### config.mk
export PLATFORM = sky130hd
export DESIGN_NAME = multiword_divide_by_word
export DESIGN_NICKNAME = d
export VERILOG_FILES = /design/src/hw/rtl/mdw_pkg.sv /design/src/hw/rtl/multiword_divide_by_word.sv /design/src/hw/rtl/mdw_fifo.sv /design/src/hw/rtl/mdw_front.sv /design/src/hw/rtl/mdw_back.sv
export SDC_FILE = /design/constraint.sdc
export NUM_CORES = 1
export LEC_CHECK = 0
export BUFFER_PORTS_ARGS = -buffer_cell sky130_fd_sc_hd__buf_2
export CORE_AREA = 5 5 275 277
export CTS_CLUSTER_SIZE = 25
export DETAILED_ROUTE_END_ITERATION = 10
export DIE_AREA = 0 0 280 282
export PLACE_DENSITY_LB_ADDON = 0.1
export SLEW_MARGIN = 20
export SYNTH_ARGS = -nofsm -noshare
export SYNTH_HDL_FRONTEND = slang
export SYNTH_HIERARCHICAL = 1
export SYNTH_SLANG_ARGS = --single-unit
export TNS_END_PERCENT = 20
### constraint.sdc
create_clock -name clk -period 25.3 [get_ports clk]
set_input_delay 1.265 -clock clk [delete_from_list [all_inputs] [get_ports clk]]
set_output_delay 1.265 -clock clk [all_outputs]
set_load 0.05 [all_outputs]
### src/hw/rtl/mdw_pkg.sv
package mdw_pkg;

	localparam int WORD_BITS = 64;
	localparam int CNT_W     = $clog2(WORD_BITS);
	localparam int OP_DEPTH  = 4;
	localparam int RES_DEPTH = 2;

	typedef logic [WORD_BITS-1:0] word_t;
	typedef logic [7:0]           len_t;
	typedef logic [1:0]           status_t;
	typedef logic [1:0]           op_kind_t;

	localparam logic CMD_START = 1'b0;
	localparam logic CMD_WORD  = 1'b1;

	localparam status_t ST_OK       = 2'd0;
	localparam status_t ST_DIV_ZERO = 2'd1;
	localparam status_t ST_RANGE    = 2'd2;

	localparam op_kind_t OP_FINAL = 2'd0;
	localparam op_kind_t OP_LOAD  = 2'd1;
	localparam op_kind_t OP_WORD  = 2'd2;

	typedef struct packed {
		op_kind_t kind;
		word_t    data;
		len_t     index;
		logic     last;
		status_t  status;
	} op_t;

	typedef struct packed {
		word_t   quotient_word;
		len_t    word_index;
		word_t   remainder_out;
		len_t    quotient_length;
		status_t status;
		logic    is_last;
	} res_t;

endpackage

### src/hw/rtl/multiword_divide_by_word.sv
// start items pass the front straight into the op queue; a word item holds the back
// for an issue step, 64 restoring steps of the shared subtractor and an emit step
// that waits while the result queue is full; the bit-serial divider takes one word at a time
// an accepted word passes the op queue, the divider and the result queue before its pop
// arst_n clears the queues, the word counter and the divider sequencer; nothing is pending
module multiword_divide_by_word #(
	parameter int MAX_WORDS = 64
) (
	input  logic           clk,
	input  logic           arst_n,
	input  logic           push,
	output logic           full,
	input  logic           command,
	input  mdw_pkg::word_t divisor,
	input  mdw_pkg::len_t  length_in,
	input  mdw_pkg::word_t word_value,
	output logic           empty,
	input  logic           pop,
	output mdw_pkg::word_t quotient_word,
	output mdw_pkg::len_t  word_index,
	output mdw_pkg::word_t remainder_out,
	output mdw_pkg::len_t  quotient_length,
	output mdw_pkg::status_t status,
	output logic           is_last
);
	import mdw_pkg::*;

	logic op_push;
	logic op_full;
	logic op_pop;
	logic op_empty;
	op_t  op_in;
	op_t  op_out;
	logic res_push;
	logic res_full;
	res_t res_in;
	res_t res_out;
	logic accept;

	assign full   = op_full;
	assign accept = push && !op_full;

	mdw_front #(
		.MAX_WORDS(MAX_WORDS)
	) u_front (
		.clk        (clk),
		.arst_n     (arst_n),
		.accept     (accept),
		.command    (command),
		.divisor    (divisor),
		.length_in  (length_in),
		.word_value (word_value),
		.op_push    (op_push),
		.op_in      (op_in)
	);

	mdw_fifo #(
		.item_t(op_t),
		.DEPTH (OP_DEPTH)
	) u_op_queue (
		.clk    (clk),
		.arst_n (arst_n),
		.push   (accept && op_push),
		.full   (op_full),
		.din    (op_in),
		.pop    (op_pop),
		.empty  (op_empty),
		.dout   (op_out)
	);

	mdw_back u_back (
		.clk      (clk),
		.arst_n   (arst_n),
		.op_empty (op_empty),
		.op_out   (op_out),
		.op_pop   (op_pop),
		.res_full (res_full),
		.res_push (res_push),
		.res_in   (res_in)
	);

	mdw_fifo #(
		.item_t(res_t),
		.DEPTH (RES_DEPTH)
	) u_res_queue (
		.clk    (clk),
		.arst_n (arst_n),
		.push   (res_push),
		.full   (res_full),
		.din    (res_in),
		.pop    (pop),
		.empty  (empty),
		.dout   (res_out)
	);

	assign quotient_word   = res_out.quotient_word;
	assign word_index      = res_out.word_index;
	assign remainder_out   = res_out.remainder_out;
	assign quotient_length = res_out.quotient_length;
	assign status          = res_out.status;
	assign is_last         = res_out.is_last;

	a_res_no_overflow: assert property (@(posedge clk) disable iff (!arst_n)
		res_push |-> !res_full)
		else $error("result pushed into a full queue");

	a_op_pop_valid: assert property (@(posedge clk) disable iff (!arst_n)
		op_pop |-> !op_empty)
		else $error("back end took an op from an empty queue");

	a_start_queued: assert property (@(posedge clk) disable iff (!arst_n)
		(accept && (command == CMD_START)) |-> (op_push && (op_in.kind != OP_WORD)))
		else $error("start item not queued as a start op");

endmodule

### src/hw/rtl/mdw_fifo.sv
module mdw_fifo #(
	parameter type item_t = logic,
	parameter int  DEPTH  = 4
) (
	input  logic  clk,
	input  logic  arst_n,
	input  logic  push,
	output logic  full,
	input  item_t din,
	input  logic  pop,
	output logic  empty,
	output item_t dout
);
	localparam int PTR_W = (DEPTH > 1) ? $clog2(DEPTH) : 1;
	localparam int CNT_W = $clog2(DEPTH + 1);

	item_t             mem_q [DEPTH];
	logic [PTR_W-1:0]  wr_ptr_q;
	logic [PTR_W-1:0]  rd_ptr_q;
	logic [CNT_W-1:0]  count_q;
	logic              do_push;
	logic              do_pop;

	assign full    = (count_q == CNT_W'(DEPTH));
	assign empty   = (count_q == '0);
	assign do_push = push && !full;
	assign do_pop  = pop && !empty;
	assign dout    = mem_q[rd_ptr_q];

	always_ff @(posedge clk) begin
		if (do_push) begin
			mem_q[wr_ptr_q] <= din;
		end
	end

	always_ff @(posedge clk or negedge arst_n) begin
		if (!arst_n) begin
			wr_ptr_q <= '0;
			rd_ptr_q <= '0;
			count_q  <= '0;
		end else begin
			if (do_push) begin
				wr_ptr_q <= (wr_ptr_q == PTR_W'(DEPTH - 1)) ? '0 : wr_ptr_q + 1'b1;
			end
			if (do_pop) begin
				rd_ptr_q <= (rd_ptr_q == PTR_W'(DEPTH - 1)) ? '0 : rd_ptr_q + 1'b1;
			end
			if (do_push && !do_pop) begin
				count_q <= count_q + 1'b1;
			end else if (do_pop && !do_push) begin
				count_q <= count_q - 1'b1;
			end
		end
	end

endmodule

### src/hw/rtl/mdw_front.sv
module mdw_front #(
	parameter int MAX_WORDS = 64
) (
	input  logic          clk,
	input  logic          arst_n,
	input  logic          accept,
	input  logic          command,
	input  mdw_pkg::word_t divisor,
	input  mdw_pkg::len_t  length_in,
	input  mdw_pkg::word_t word_value,
	output logic          op_push,
	output mdw_pkg::op_t   op_in
);
	import mdw_pkg::*;

	len_t words_left_q;

	always_comb begin
		op_push      = 1'b0;
		op_in.kind   = OP_FINAL;
		op_in.data   = '0;
		op_in.index  = '0;
		op_in.last   = 1'b1;
		op_in.status = ST_OK;
		if (command == CMD_START) begin
			op_push = 1'b1;
			priority if (divisor == '0) begin
				op_in.status = ST_DIV_ZERO;
			end else if (length_in > len_t'(MAX_WORDS)) begin
				op_in.status = ST_RANGE;
			end else if (length_in == '0) begin
				op_in.status = ST_OK;
			end else begin
				op_in.kind = OP_LOAD;
				op_in.data = divisor;
				op_in.last = 1'b0;
			end
		end else begin
			// words outside an active division are dropped here
			op_push     = (words_left_q != '0);
			op_in.kind  = OP_WORD;
			op_in.data  = word_value;
			op_in.index = words_left_q - 1'b1;
			op_in.last  = (words_left_q == len_t'(1));
		end
	end

	always_ff @(posedge clk or negedge arst_n) begin
		if (!arst_n) begin
			words_left_q <= '0;
		end else if (accept) begin
			if (command == CMD_START) begin
				words_left_q <= (op_in.kind == OP_LOAD) ? length_in : '0;
			end else if (words_left_q != '0) begin
				words_left_q <= words_left_q - 1'b1;
			end
		end
	end

endmodule

### src/hw/rtl/mdw_back.sv
module mdw_back (
	input  logic          clk,
	input  logic          arst_n,
	input  logic          op_empty,
	input  mdw_pkg::op_t   op_out,
	output logic          op_pop,
	input  logic          res_full,
	output logic          res_push,
	output mdw_pkg::res_t  res_in
);
	import mdw_pkg::*;

	localparam logic [1:0] S_IDLE = 2'd0;
	localparam logic [1:0] S_DIV  = 2'd1;
	localparam logic [1:0] S_EMIT = 2'd2;

	logic [1:0]       state_q;
	logic [CNT_W-1:0] count_q;
	word_t            divisor_q;
	word_t            rem_q;
	word_t            lo_q;
	word_t            quo_q;
	len_t             index_q;
	logic             last_q;
	len_t             top_q;
	len_t             top_new;
	logic             carry;
	word_t            shifted;
	logic             take;
	word_t            diff;
	logic             final_op;

	// one restoring step of remainder:word by the divisor
	assign carry   = rem_q[WORD_BITS-1];
	assign shifted = {rem_q[WORD_BITS-2:0], lo_q[WORD_BITS-1]};
	assign take    = carry || (shifted >= divisor_q);
	assign diff    = shifted - divisor_q;

	assign top_new  = ((quo_q != '0) && (top_q == '0)) ? index_q + 1'b1 : top_q;
	assign final_op = (state_q == S_IDLE) && !op_empty && (op_out.kind == OP_FINAL);

	always_comb begin
		op_pop   = (state_q == S_IDLE) && !op_empty && (!final_op || !res_full);
		res_push = !res_full && (final_op || (state_q == S_EMIT));
		if (final_op) begin
			res_in.quotient_word   = '0;
			res_in.word_index      = '0;
			res_in.remainder_out   = '0;
			res_in.quotient_length = '0;
			res_in.status          = op_out.status;
			res_in.is_last         = 1'b1;
		end else begin
			res_in.quotient_word   = quo_q;
			res_in.word_index      = index_q;
			res_in.remainder_out   = last_q ? rem_q : '0;
			res_in.quotient_length = last_q ? top_new : '0;
			res_in.status          = ST_OK;
			res_in.is_last         = last_q;
		end
	end

	always_ff @(posedge clk or negedge arst_n) begin
		if (!arst_n) begin
			state_q <= S_IDLE;
			count_q <= '0;
		end else begin
			unique case (state_q)
				S_IDLE: begin
					if (op_pop && (op_out.kind == OP_WORD)) begin
						state_q <= S_DIV;
						count_q <= '0;
					end
				end
				S_DIV: begin
					count_q <= count_q + 1'b1;
					if (count_q == CNT_W'(WORD_BITS - 1)) begin
						state_q <= S_EMIT;
					end
				end
				S_EMIT: begin
					if (!res_full) begin
						state_q <= S_IDLE;
					end
				end
				default: begin
					state_q <= S_IDLE;
				end
			endcase
		end
	end

	always_ff @(posedge clk) begin
		if (op_pop && (op_out.kind == OP_LOAD)) begin
			divisor_q <= op_out.data;
			rem_q     <= '0;
			top_q     <= '0;
		end
		if (op_pop && (op_out.kind == OP_WORD)) begin
			lo_q    <= op_out.data;
			index_q <= op_out.index;
			last_q  <= op_out.last;
		end
		if (state_q == S_DIV) begin
			rem_q <= take ? diff : shifted;
			lo_q  <= lo_q << 1;
			quo_q <= {quo_q[WORD_BITS-2:0], take};
		end
		if ((state_q == S_EMIT) && !res_full) begin
			top_q <= top_new;
		end
	end

endmodule

### Word-level counts from Yosys, hierarchy flattened

Memories as Yosys holds them, arrays and structs flattened.
Cells that the tools add are included.

* add/subtract/negate cells: 12
* order comparisons: 2
* equal/unequal tests: 15
* multiplexer cells: 45
* reductions and logical operators: 48

Operators by type and width (number)
* two-way mux 64 bit: 6
* two-way mux 66 bit: 3
* two-way mux 147 bit: 1
* two-way mux 65 bit: 1
* >= comparator 64 bit: 1
* zero test 64 bit: 1
* two-way mux 8 bit: 8
* nonzero test 64 bit: 1
* subtractor 64 bit: 1
* two-way mux 2 bit: 10
* logical AND 1 bit: 18
* zero test 8 bit: 2
* case mux 6 bit (2 select lines): 1
* nonzero test 2 bit: 6
* two-way mux 1 bit: 11
* equality test 2 bit (second input constant): 5
* zero test 1 bit: 9
* adder 8 x 1 -> 8 bit (second input constant): 1
* equality test 8 x 1 -> 1 bit (second input constant): 1
* greater-than comparator 8 x 7 -> 1 bit (second input constant): 1
* nonzero test 8 bit: 1
* subtractor 8 x 1 -> 8 bit (second input constant): 1
* adder 2 x 1 -> 2 bit (second input constant): 3
* adder 6 x 1 -> 6 bit (second input constant): 1
* 17 further kinds: 28

* memories kept: 2
* output and inout bits: 149
* register bits after elaboration: 300
* logic and storage cells: 141
* input port bits: 141
* memory bits (writable): 602

Memories
* u_op_queue.mem_q: words 4, width 77, read ports 1, clocked after Yosys merged registers in 0, write ports 1, RTL line mdw_fifo.sv:17 `item_t mem_q [DEPTH];`
* u_res_queue.mem_q: words 2, width 147, read ports 1, clocked after Yosys merged registers in 0, write ports 1, RTL line mdw_fifo.sv:17

### Logic depth before layout (Yosys ltp)

Gate-level depths: netlist of the first run.

* depth in word-level cells: 11
* mapped depth: 15
* gate-level depth less buffers: 14

### Hierarchy

The synthesis of the first run kept the hierarchy.

By module, submodules not included
* mdw_back: area each 15833.9 um^2, seq. area each 8388.0 um^2, instances 1, cells each 1492
* mdw_fifo (u_op_queue): area each 11554.8 um^2, seq. area each 9424.0 um^2, instances 1, cells each 440
* mdw_fifo (u_res_queue): area each 10840.4 um^2, seq. area each 8928.6 um^2, instances 1, cells each 476
* mdw_front: area each 1421.4 um^2, seq. area each 200.2 um^2, instances 1, cells each 176
* multiword_divide_by_word: area each 15.0 um^2, seq. area each 0.0 um^2, instances 1, cells each 2

### Least setup slack after synthesis of the first run

OpenSTA, ideal clock, no wires.

* path kind: reg2reg
* start: register u_op_queue.rd_ptr_q[0]
* end: memory u_res_queue/mem_q[0][0] in the netlist's numbering, enable pin
* setup time: 0.655 ns
* clock period less this slack: 8.966 ns
* path slack: 16.334 ns
* data arrival time: 8.310 ns
* data required time: 24.645 ns
* stages on the path, launching flop included: 10
* path buffers: 4
* cells stage by stage: dfrtp_1 buf_6 buf_4 mux4_2 or3_1 clkbuf_1 clkbuf_1 o21bai_1 nand2_1 nor2_1

RTL lines
* from (decl): RTL line mdw_fifo.sv:19 `logic [PTR_W-1:0] rd_ptr_q;`
* from (signal assigned): RTL line mdw_fifo.sv:46 `rd_ptr_q <= (rd_ptr_q == PTR_W'(DEPTH - 1)) ? '0 : rd_ptr_q + 1'b1;`
* to (decl): RTL line mdw_fifo.sv:17

==> results of run 1 <==
[area by class of cell]
type                            instances  area [sq um]
Multi-Input combinational cell       1437         11600
Clock inverter                         47           484
Tap cell                              959          1200
Antenna cell                            3          7.51
Timing Repair Buffer                  313          1630
Clock buffer                          113          2380
Sequential cell                       902         26900
Fill cell                            5601         28000
Inverter                              101           382
[power groups by stage]
stage | sequential [mW] | combinational (mW) | clock [mW]
6_report | 2.34 | 1.99 | 1.29
5_1_grt | 2.37 | 2.17 | 1.39
4_1_cts | 2.34 | 2.00 | 1.32
3_5_place_dp | 2.37 | 1.99 | 0
3_3_place_gp | 2.35 | 1.97 | 0
2_1_floorplan | 2.27 | 1.60 | 0
[logic make-up after synthesis]
kind of cell | Yosys count | synth area share
xor gates and xnor gates | 78 | 0.0172
AOI/OAI and AO/OA | 453 | 0.0809
DFF | 902 | 0.679
muxes | 247 | 0.0915
buffers and inverters | 247 | 0.0294
and+or+nand+nor | 581 | 0.0768
adders and majority gates | 78 | 0.0250
[placed cells by master (no fill, tap or decap), types with 13 or more instances in the layout]
cell       count
a211oi_1      15
a21o_1        46
a21oi_1      121
a22o_1       130
and2_1        90
and3_1        80
buf_2        289
buf_4         23
clkbuf_1      20
clkbuf_16     91
clkinv_1      18
dfrtp_1       24
edfxtp_1     874
ha_1          76
inv_1         97
mux2_2       155
mux2i_1       15
mux4_2        77
nand2_1       91
nand2b_1      13
nand3_1       24
nand4_1       33
nor2_1       141
nor3_1        21
nor4_1        38
o21ai_0       49
o21bai_1      20
xnor2_1       38
xor2_1        40
[worst reg2reg max path, cell delays in order, from the launching register on]
cell and delay [ns]:
dfrtp_4 0.87, mux4_2 0.64, or3_4 0.62, o21bai_1 0.26, and3_4 0.40, buf_4 0.72
buf_4 0.89
[synth_stat cells, types with 18 or more instances]
master / instances / area, sq um
edfxtp_1: 874 / 26200
mux2_2: 155 / 1750
nor2_1: 143 / 537
a22o_1: 130 / 1140
a21oi_1: 121 / 606
inv_1: 98 / 368
and2_1: 93 / 582
nand2_1: 93 / 349
clkbuf_1: 84 / 315
and3_1: 82 / 513
mux4_2: 77 / 1730
ha_1: 76 / 951
o21ai_0: 49 / 245
a21o_1: 46 / 345
xor2_1: 40 / 350
nor4_1: 38 / 238
xnor2_1: 38 / 333
nand4_1: 33 / 206
buf_2: 30 / 150
dfrtp_1: 27 / 676
nand3_1: 24 / 120
nor3_1: 21 / 105
o21bai_1: 20 / 150
buf_6: 18 / 203
[metrics by stage]
step	power [mW]	hold WS, ns
3_5_place_dp	4.36	0.460
6_report	5.62	0.470
4_1_cts	5.66	0.471
5_1_grt	5.93	0.477
2_1_floorplan	3.86	0.436
3_3_place_gp	4.33	0.447
[state kept, by name, summed over array words and instances, names as in the netlist, 3 cells and up]
register / cells
u_back/count_q: 6
u_back/divisor_q: 64
u_back/index_q: 8
u_back/lo_q: 64
u_back/quo_q: 64
u_back/rem_q: 64
u_back/top_q: 8
u_front/words_left_q: 8
u_op_queue/count_q: 3
u_op_queue/mem_q: 308
u_res_queue/mem_q: 294
[routing by layer]
metal	up-vias	track usage	routed length, microns
met5	-	0	0
met4	0	0.0487	1430
met3	90	0.0305	4750
met2	640	0.330	39700
met1	11300	0.331	40000
li1	10600	-	-
[worst paths after layout]
| path | startpoint | to | slack, ns |
|---|---|---|---|
| worst min-delay path | u_back/quo_q[14] | u_back/quo_q[15] | 0.47 |
| min in group asynchronous | arst_n | u_op_queue/rd_ptr_q[0] | 0.70 |
| worst max-delay path | u_op_queue/rd_ptr_q[0] | u_res_queue/mem_q[1][19] | 20.43 |
| worst max register to register | u_op_queue/rd_ptr_q[0] | u_res_queue/mem_q[1][19] | 20.43 |
| max in group asynchronous | arst_n | u_res_queue/rd_ptr_q | 24.06 |
| worst min register to register | u_back/quo_q[14] | u_back/quo_q[15] | 0.47 |
==> flow_summary_export.csv, run 1 <==
group,metric,value,unit
route,first_pass_iters,5,
synth,yosysSeqAreaShare,0.679,
clock_network,hold_buffers,0,
synth,synthesis.area,39700,sq um
cells_and_area,final_nets,3065,
power,clkPwrFrac,0.229,
die,top_level_ports,290,
setup_path,worstRegToRegCells,6,
global_routing,grt_pass1_wl,133000,microns
power,p_int,3.62,mW
route,drt_iter0_drc,1847,
synth,yosys_warnings,6,
clock_network,clk_latency,0.63,ns
route,drcViolationCount,0,
synth,syn-num-nets,2805,
min_path,holdPathStages,0,
die,die_h,282,microns
clock_network,htreeDepth,3,
die,num_rows,99,
clock_network,path_clk_slew,0.06,ns
synth,synthFlopType,"edfxtp_1",
clock_network,cts_tree,"done",
sta,slew-limit-headroom,0.314,
power,power.static_leakage,16.5,nW
placement,place_ws,20.30,ns
sta,min_period,4.87,ns
die,core_area,72600,sq um
clock_network,clock-root-buffer,"clkbuf_16",
power,ir_worst_vdd,0.0875,mV
sta,hold_viol,0,
setup_path,cp_data_required_time,25.55,ns
die,start_util,0.546,
clock_network,cts_resized,0,
placement,port-buffer-count,289,
sta,finClkSkew,0.0320,ns
synth,synth.distinct_cells,80,
setup_path,crit_path_max_incr_delay,0.87,ns
global_routing,grt_usage,0.214,
setup_path,cp_num_buf_inv,2,
die,die_area,79000,sq um
cells_and_area,post_layout_nonfiller_instances,3875,
clock_network,clk_path_buf_depth,3,
placement,place.detailed.hpwl,58000,microns
setup_path,startpoint_type,"flip-flop",
power,seq_power_share,0.417,
setup_path,crit_slowest_cell,"dfrtp_4",
placement,place_inst,3712,
placement,place.gp.congestion,0.900,
synth,avgSynthCellArea,15.3,sq um
global_routing,grt_max_degree,93,
global_routing,grt_overflow,0,
die,fp.dieW,280,microns
power,swShare,0.356,
power,powerDensity,126,nW/um^2
cells_and_area,syn_to_final_growth,12.5,%
setup_path,crit_top_cell,"buf_4",
sta,tns,0,ns
sta,setup_slack,20.43,ns
route,wire_per_inst,22.2,microns
route,vias,22600,
global_routing,grt_pass1_vias,22700,
power,p_sw,2.00,mW
sta,finalMaxSlewViolations,0,
sta,timing.final.crit_share,0.192,
route,ant_nets,0,
setup_path,path_delay_family,"buffers and inverters",
sta,rsz0062_at_grt,"false",
setup_path,path_max_fanout,65,
route,finalWirelength,85900,microns
outcome,status,"finished, final reports clean",
setup_path,path_class,"reg -> reg",
global_routing,antenna_found_initial,1,
cells_and_area,final_design_area_no_fill,44600,sq um
cells_and_area,layout-drive-gt1-share,0.242,
cells_and_area,final_core_util,0.615,
route,vias_per_cell,5.82,
placement,placed_cell_area,41800,sq um
power,pwr-share-comb,0.354,
setup_path,worst-path-stages,6,
synth,ys_ff_latch,902,
sta,max_freq,0.205,GHz
setup_path,worstPathArrival,5.12,ns
clock_network,cts_sinks,902,
synth,synth_cells,2586,
clock_network,cts_made_buffers,91,
sta,max_slew.worst_pin.slew,1.03,ns
clock_network,cts_setup_buffers,0,
setup_path,worstPathCellList,"mux4_2 > or3_4 > o21bai_1 > and3_4 > buf_4 > buf_4",
synth,synthArstFlopShare,0.0299,
setup_path,crit_path_end_kind,"flip-flop",
synth,synth-edff-count,874,
flow_run,maxCapViolCount,0,
min_path,hp-class,"reg -> reg",
sta,setup_violations,0,
No activity file was read; power rests on OpenSTA's default activity.
==> inputs of run 2 (changes only) <==
==> constraint.sdc (replaced) <==
create_clock -name clk -period 5 [get_ports clk]
set_input_delay 0.25 -clock clk [delete_from_list [all_inputs] [get_ports clk]]
set_output_delay 0.25 -clock clk [all_outputs]
set_load 0.05 [all_outputs]
==> run 2 against run 1 <==
First-iteration DRC count increased by 13%. Setup slack got worse by 19 ns. Die area unchanged. Register-to-register slack got worse by 19 ns. Cell count increased by 1.8%. Clock-buffer cell count unchanged. Sequential cell count unchanged. Combinational power increased to 5.2 times the previous value. Wire length increased by 1.6%. Design area increased by 1.6%. Critical path type unchanged. Largest power group unchanged.
==> flow_summary_export.csv, run 2 (synthesized netlist as in run 1, its figures left out) <==
group,metric,value,unit
setup_path,worstPathCellList,"ha_1 > fa_1 > and2b_1 > o211ai_1 > a211oi_2 > o21ai_1 > o21ba_1 > o221ai_2 > a31oi_4 > inv_2 > nor2_1 > a2111oi_2",
setup_path,crit_slowest_cell,"inv_2",
cells_and_area,layout-drive-gt1-share,0.243,
setup_path,worstReg2RegStart,"u_back/divisor_q[0]",
setup_path,path_max_fanout,40,
setup_path,worstPathArrival,4.28,ns
clock_network,cts_tree,"done",
route,drcViolationCount,0,
clock_network,clock-root-buffer,"clkbuf_16",
outcome,status,"finished, final reports clean",
power,powerDensity,630,nW/um^2
setup_path,startpoint_type,"flip-flop",
placement,place.detailed.hpwl,58600,microns
global_routing,grt_pass1_vias,22900,
setup_path,reg2reg_setup_slack,1.14,ns
clock_network,htreeDepth,3,
sta,hold_viol,0,
setup_path,crit_path_max_incr_delay,0.68,ns
min_path,holdPathStages,2,
die,num_rows,99,
min_path,min_to,"u_op_queue/mem_q[1][42]",
cells_and_area,layout_common_cells,"edfxtp_1 (874), buf_2 (289), mux2_2 (155)",
placement,place.gp.congestion,0.915,
cells_and_area,largest-register,"u_op_queue/mem_q",
cells_and_area,register_area,26900,sq um
die,start_util,0.546,
route,wire_per_inst,22.1,microns
clock_network,cts_made_buffers,91,
min_path,hp-class,"in -> reg",
cells_and_area,multi_input_area,11600,sq um
die,die_h,282,microns
die,die_area,79000,sq um
route,vias,23100,
placement,place_ws,1.14,ns
global_routing,grt_pass1_wl,134000,microns
sta,slew-limit-headroom,0.270,
setup_path,regToRegEndpoint,"u_back/rem_q[49]",
cells_and_area,largest_reg_flops,308,
power,ir_worst_vdd,0.467,mV
route,drt_iter0_drc,2079,
sta,max_freq,0.259,GHz
route,first_pass_iters,5,
clock_network,clk_latency,0.64,ns
die,top_level_ports,290,
clock_network,cts_sinks,902,
global_routing,grt_max_degree,102,
global_routing,antenna_found_initial,2,
sta,whs,0.0230,ns
sta,rsz0062_at_grt,"false",
route,vias_per_cell,5.86,
clock_network,clk_path_buf_depth,3,
setup_path,cp_data_required_time,5.42,ns
sta,min_period,3.86,ns
min_path,min_from,"divisor[31]",
route,finalWirelength,87300,microns
setup_path,crit_path_end_kind,"flip-flop",
clock_network,path_clk_slew,0.06,ns
cells_and_area,final_nets,3129,
sta,max_slew.worst_pin.slew,1.09,ns
cells_and_area,final_common_cell,"edfxtp_1",
flow_run,maxCapViolCount,0,
sta,finalMaxSlewViolations,0,
setup_path,worstRegToRegCells,12,
die,core_area,72600,sq um
sta,timing.final.crit_share,0.772,
power,power.static_leakage,16.8,nW
global_routing,grt_usage,0.216,
route,ant_nets,0,
clock_network,cts_setup_buffers,0,
cells_and_area,top_regs,"u_op_queue/mem_q (308), u_res_queue/mem_q (294)",
die,fp.dieW,280,microns
sta,finClkSkew,0.0379,ns
cells_and_area,fill_cells,5407,
sta,setup_violations,0,
cells_and_area,final_core_util,0.625,
setup_path,path_class,"reg -> reg",
cells_and_area,syn_to_final_growth,14.3,%
placement,port-buffer-count,289,
sta,setup_slack,1.14,ns
global_routing,grt_overflow,0,
## run 2: cell count changes in the layout (fill, tap and decap cells not counted), moves of 2 or more
cell,before,now
clkbuf_1,20,16
buf_12,0,4
clkinv_2,11,19
bufinv_16,8,6
clkinvlp_4,5,3
diode_2,3,1
buf_4,23,30
dlygate4sd3_1,0,54
clkbuf_8,2,5
inv_6,2,6
## run 2: what timing repair did
item / 4_1_cts / 5_1_grt
hold buffers: 54 / 0
gates resized for setup: 0 / 0
endpoints found under the hold margin: 129 / 0
## run 2: through the flow
step                      power [mW]  cell area [sq um]  instances  TNS (ns)
after floorplan                 19.5              39700       2586   -156.95
after global placement          21.9              41900       3722         0
after detailed placement        22.1              41900       3722         0
after CTS                       28.8              45300       3942         0
after global routing            30.1              45300       3942         0
final                           28.6              45300       3943         0
## run 2: per-layer routing
| layer | part of all wire | track usage | wire (microns) |
|---|---|---|---|
| met1 | 0.46 | 0.328 | 40300 |
| met2 | 0.46 | 0.337 | 40300 |
| met3 | 0.058 | 0.0328 | 5100 |
| met4 | 0.018 | 0.0506 | 1540 |
| met5 | 0 | 0 | 0 |
## run 2: cell type report
type                            count  share of cell area
Antenna cell                        1           0.0000552
Sequential cell                   902               0.594
Tap cell                          959              0.0265
Inverter                          101             0.00847
Timing Repair Buffer              377              0.0506
Clock buffer                      113              0.0536
Multi-Input combinational cell   1437               0.256
Clock inverter                     53              0.0107
## run 2: worst max-delay path: cells and delay by family, from the launching register on
family                   cells  cell delay [ns]
AO/OA/AOI/OAI                7             1.60
adder cells (fa/ha/maj)      2             0.62
buffers and inverters        1             0.68
flip-flops                   1             0.38
AND/OR/NAND/NOR              2             0.35
## run 2: where the power goes
part           leakage (nW)  internal [mW]  switching (mW)
Clock                  1.43           3.78            2.80
Sequential             8.59           10.8           0.858
Combinational          6.83           3.76            6.57
## run 2: worst max-delay path by stage
stage                                 startpoint                       to  slack [ns]  cells after the start
final                        u_back/divisor_q[0]         u_back/rem_q[49]        1.14                     12
after global routing         u_back/divisor_q[0]         u_back/rem_q[49]        0.82                     12
after CTS                    u_back/divisor_q[0]         u_back/rem_q[49]        1.09                     12
after detailed placement     u_back/divisor_q[0]         u_back/rem_q[25]        1.14                     12
after global placement           u_back/lo_q[63]         u_back/rem_q[49]        1.24                     13
after floorplan           u_op_queue/rd_ptr_q[0]  u_res_queue/mem_q[1][0]       -1.07                      8
==> inputs of run 3 (changes only) <==
==> constraint.sdc (replaced) <==
create_clock -name clk -period 3.7 [get_ports clk]
set_input_delay 0.185 -clock clk [delete_from_list [all_inputs] [get_ports clk]]
set_output_delay 0.185 -clock clk [all_outputs]
set_load 0.05 [all_outputs]
==> run 3 against run 2 <==
The run now ends with DRC left. Clock power is 37% higher. Sequential power is 35% higher. Combinational power is 41% higher. Highest routed layer unchanged.
==> flow_summary_export.csv, run 3 (synthesized netlist as in run 1, its figures left out) <==
group,metric,value,unit
cells_and_area,final_common_cell,"edfxtp_1",
sta,setup_violations,0,
global_routing,grt_usage,0.227,
setup_path,worstRegToRegCells,12,
global_routing,grt_overflow,0,
min_path,hp-class,"in -> reg",
sta,finClkSkew,0.0294,ns
sta,finalMaxSlewViolations,0,
setup_path,crit_path_end_kind,"flip-flop",
sta,slew-limit-headroom,0.361,
route,finalWirelength,90600,microns
power,clkPwrFrac,0.229,
clock_network,clk_path_buf_depth,3,
setup_path,path_class,"in -> reg",
setup_path,worstPathArrival,3.95,ns
min_path,min_from,"word_value[4]",
clock_network,cts_sinks,902,
power,powerDensity,845,nW/um^2
power,pwr-share-comb,0.369,
global_routing,grt_pass1_wl,140000,microns
setup_path,path_max_fanout,57,
cells_and_area,syn_to_final_growth,17.2,%
clock_network,path_clk_slew,0.06,ns
die,start_util,0.546,
cells_and_area,fill_cells,5330,
power,p_sw,14.1,mW
power,swShare,0.359,
min_path,min_to,"u_op_queue/mem_q[2][15]",
route,first_pass_iters,10,
route,wire_per_inst,22.4,microns
die,core_area,72600,sq um
die,die_area,79000,sq um
clock_network,clk_latency,0.65,ns
power,seq_power_share,0.402,
setup_path,worstReg2RegStart,"u_back/rem_q[15]",
die,num_rows,99,
cells_and_area,largest_reg_flops,308,
power,ir_worst_vdd,0.519,mV
sta,whs,0.0228,ns
sta,timing.final.crit_share,0.968,
sta,hold_viol,0,
sta,setup_slack,0.118,ns
setup_path,regToRegEndpoint,"u_back/rem_q[63]",
placement,port-buffer-count,289,
sta,rsz0062_at_grt,"false",
route,vias,23500,
cells_and_area,top_regs,"u_op_queue/mem_q (308), u_res_queue/mem_q (294)",
min_path,holdPathStages,2,
cells_and_area,final_nets,3221,
route,drcViolationCount,2,
route,vias_per_cell,5.83,
setup_path,reg2reg_setup_slack,0.15,ns
setup_path,startpoint_type,"input pin",
power,p_int,25.2,mW
sta,max_slew.worst_pin.slew,0.950,ns
setup_path,crit_start,"divisor[27]",
clock_network,cts_made_buffers,91,
placement,place.gp.congestion,0.904,
route,drt_iter0_drc,1914,
die,die_h,282,microns
flow_run,maxCapViolCount,0,
cells_and_area,layout-drive-gt1-share,0.243,
placement,place.detailed.hpwl,60200,microns
die,top_level_ports,290,
route,ant_nets,0,
sta,max_freq,0.279,GHz
global_routing,grt_max_degree,87,
sta,min_period,3.58,ns
global_routing,grt_pass1_vias,23700,
sta,tns,0,ns
outcome,status,"finished with violations",
cells_and_area,largest-register,"u_op_queue/mem_q",
clock_network,clock-root-buffer,"clkbuf_16",
clock_network,htreeDepth,3,
die,fp.dieW,280,microns
clock_network,cts_tree,"done",
global_routing,antenna_found_initial,1,
power,power.static_leakage,17.3,nW
cells_and_area,layout_common_cells,"edfxtp_1 (874), buf_2 (289), mux2_2 (155)",
outcome,violations,"DRC",
setup_path,cp_data_required_time,4.07,ns
placement,place_ws,0.0896,ns
clock_network,cts_setup_buffers,0,
[run 3: changes by cell type in the layout (fill, tap and decap cells not counted), moves of 5 or more]
cell	previous run	this run
clkinv_2	19	14
inv_6	6	1
buf_4	30	35
buf_12	4	19
dlygate4sd3_1	54	125
[run 3: layer usage]
metal  up-vias  GRT usage  wire [microns]
met5         -          0               0
met4         0     0.0512            1660
met3       120     0.0416            6180
met2       814      0.348           41700
met1     11700      0.346           41100
li1      10900          -               -
[run 3: cell type report]
class / instances / area, sq um / share of cell area
Antenna cell: 1 / 2.50 / 0.0000539
Multi-Input combinational cell: 1437 / 11600 / 0.250
Clock inverter: 53 / 526 / 0.0113
Sequential cell: 902 / 26900 / 0.580
Clock buffer: 114 / 2440 / 0.0524
Timing Repair Buffer: 469 / 3350 / 0.0721
Tap cell: 959 / 1200 / 0.0258
Inverter: 101 / 382 / 0.00821
[run 3: critical path, cell delays in order]
cell and delay, ns:
dlygate4sd3_1 0.55, buf_2 0.14, nor4_1 0.46, nand4_1 0.38, or4_4 0.68, and3_2 0.35, buf_12 0.23, a22o_1 0.28
dlygate4sd3_1 0.63
[run 3: metrics by stage]
stage	instance area (sq um)	power, mW	utilization	cells
floorplan	39700	26.4	-	2586
global placement	42200	30.1	0.582	3743
detailed placement	42200	30.3	0.582	3743
CTS	46400	39.5	0.640	4035
global route	46500	41.4	0.640	4035
finish	46500	39.3	0.640	4036
[run 3: power by group through the flow]
stage	registers [mW]	clock network (mW)	logic (mW)
floorplan	15.5	0	11.0
global placement	15.8	0	14.2
detailed placement	15.9	0	14.3
CTS	15.8	9.24	14.5
global route	16.0	9.70	15.7
finish	15.8	9.00	14.5
[run 3: worst max-delay path by stage]
stage | to | slack [ns] | depth (start not counted)
2_1_floorplan | u_res_queue/mem_q[0][0] | -1.05 | 9
3_3_place_gp | u_back/rem_q[63] | 0.14 | 12
3_5_place_dp | u_back/rem_q[63] | 0.09 | 12
4_1_cts | u_back/rem_q[63] | 0.08 | 12
5_1_grt | u_op_queue/mem_q[2][48] | 0.03 | 9
6_report | u_op_queue/mem_q[2][48] | 0.12 | 9
[run 3: repair_timing]
action	in CTS	in global routing
resized for setup	0	9
endpoints found under the setup margin	0	8
hold endpoints to repair	264	0
hold buffers	125	0
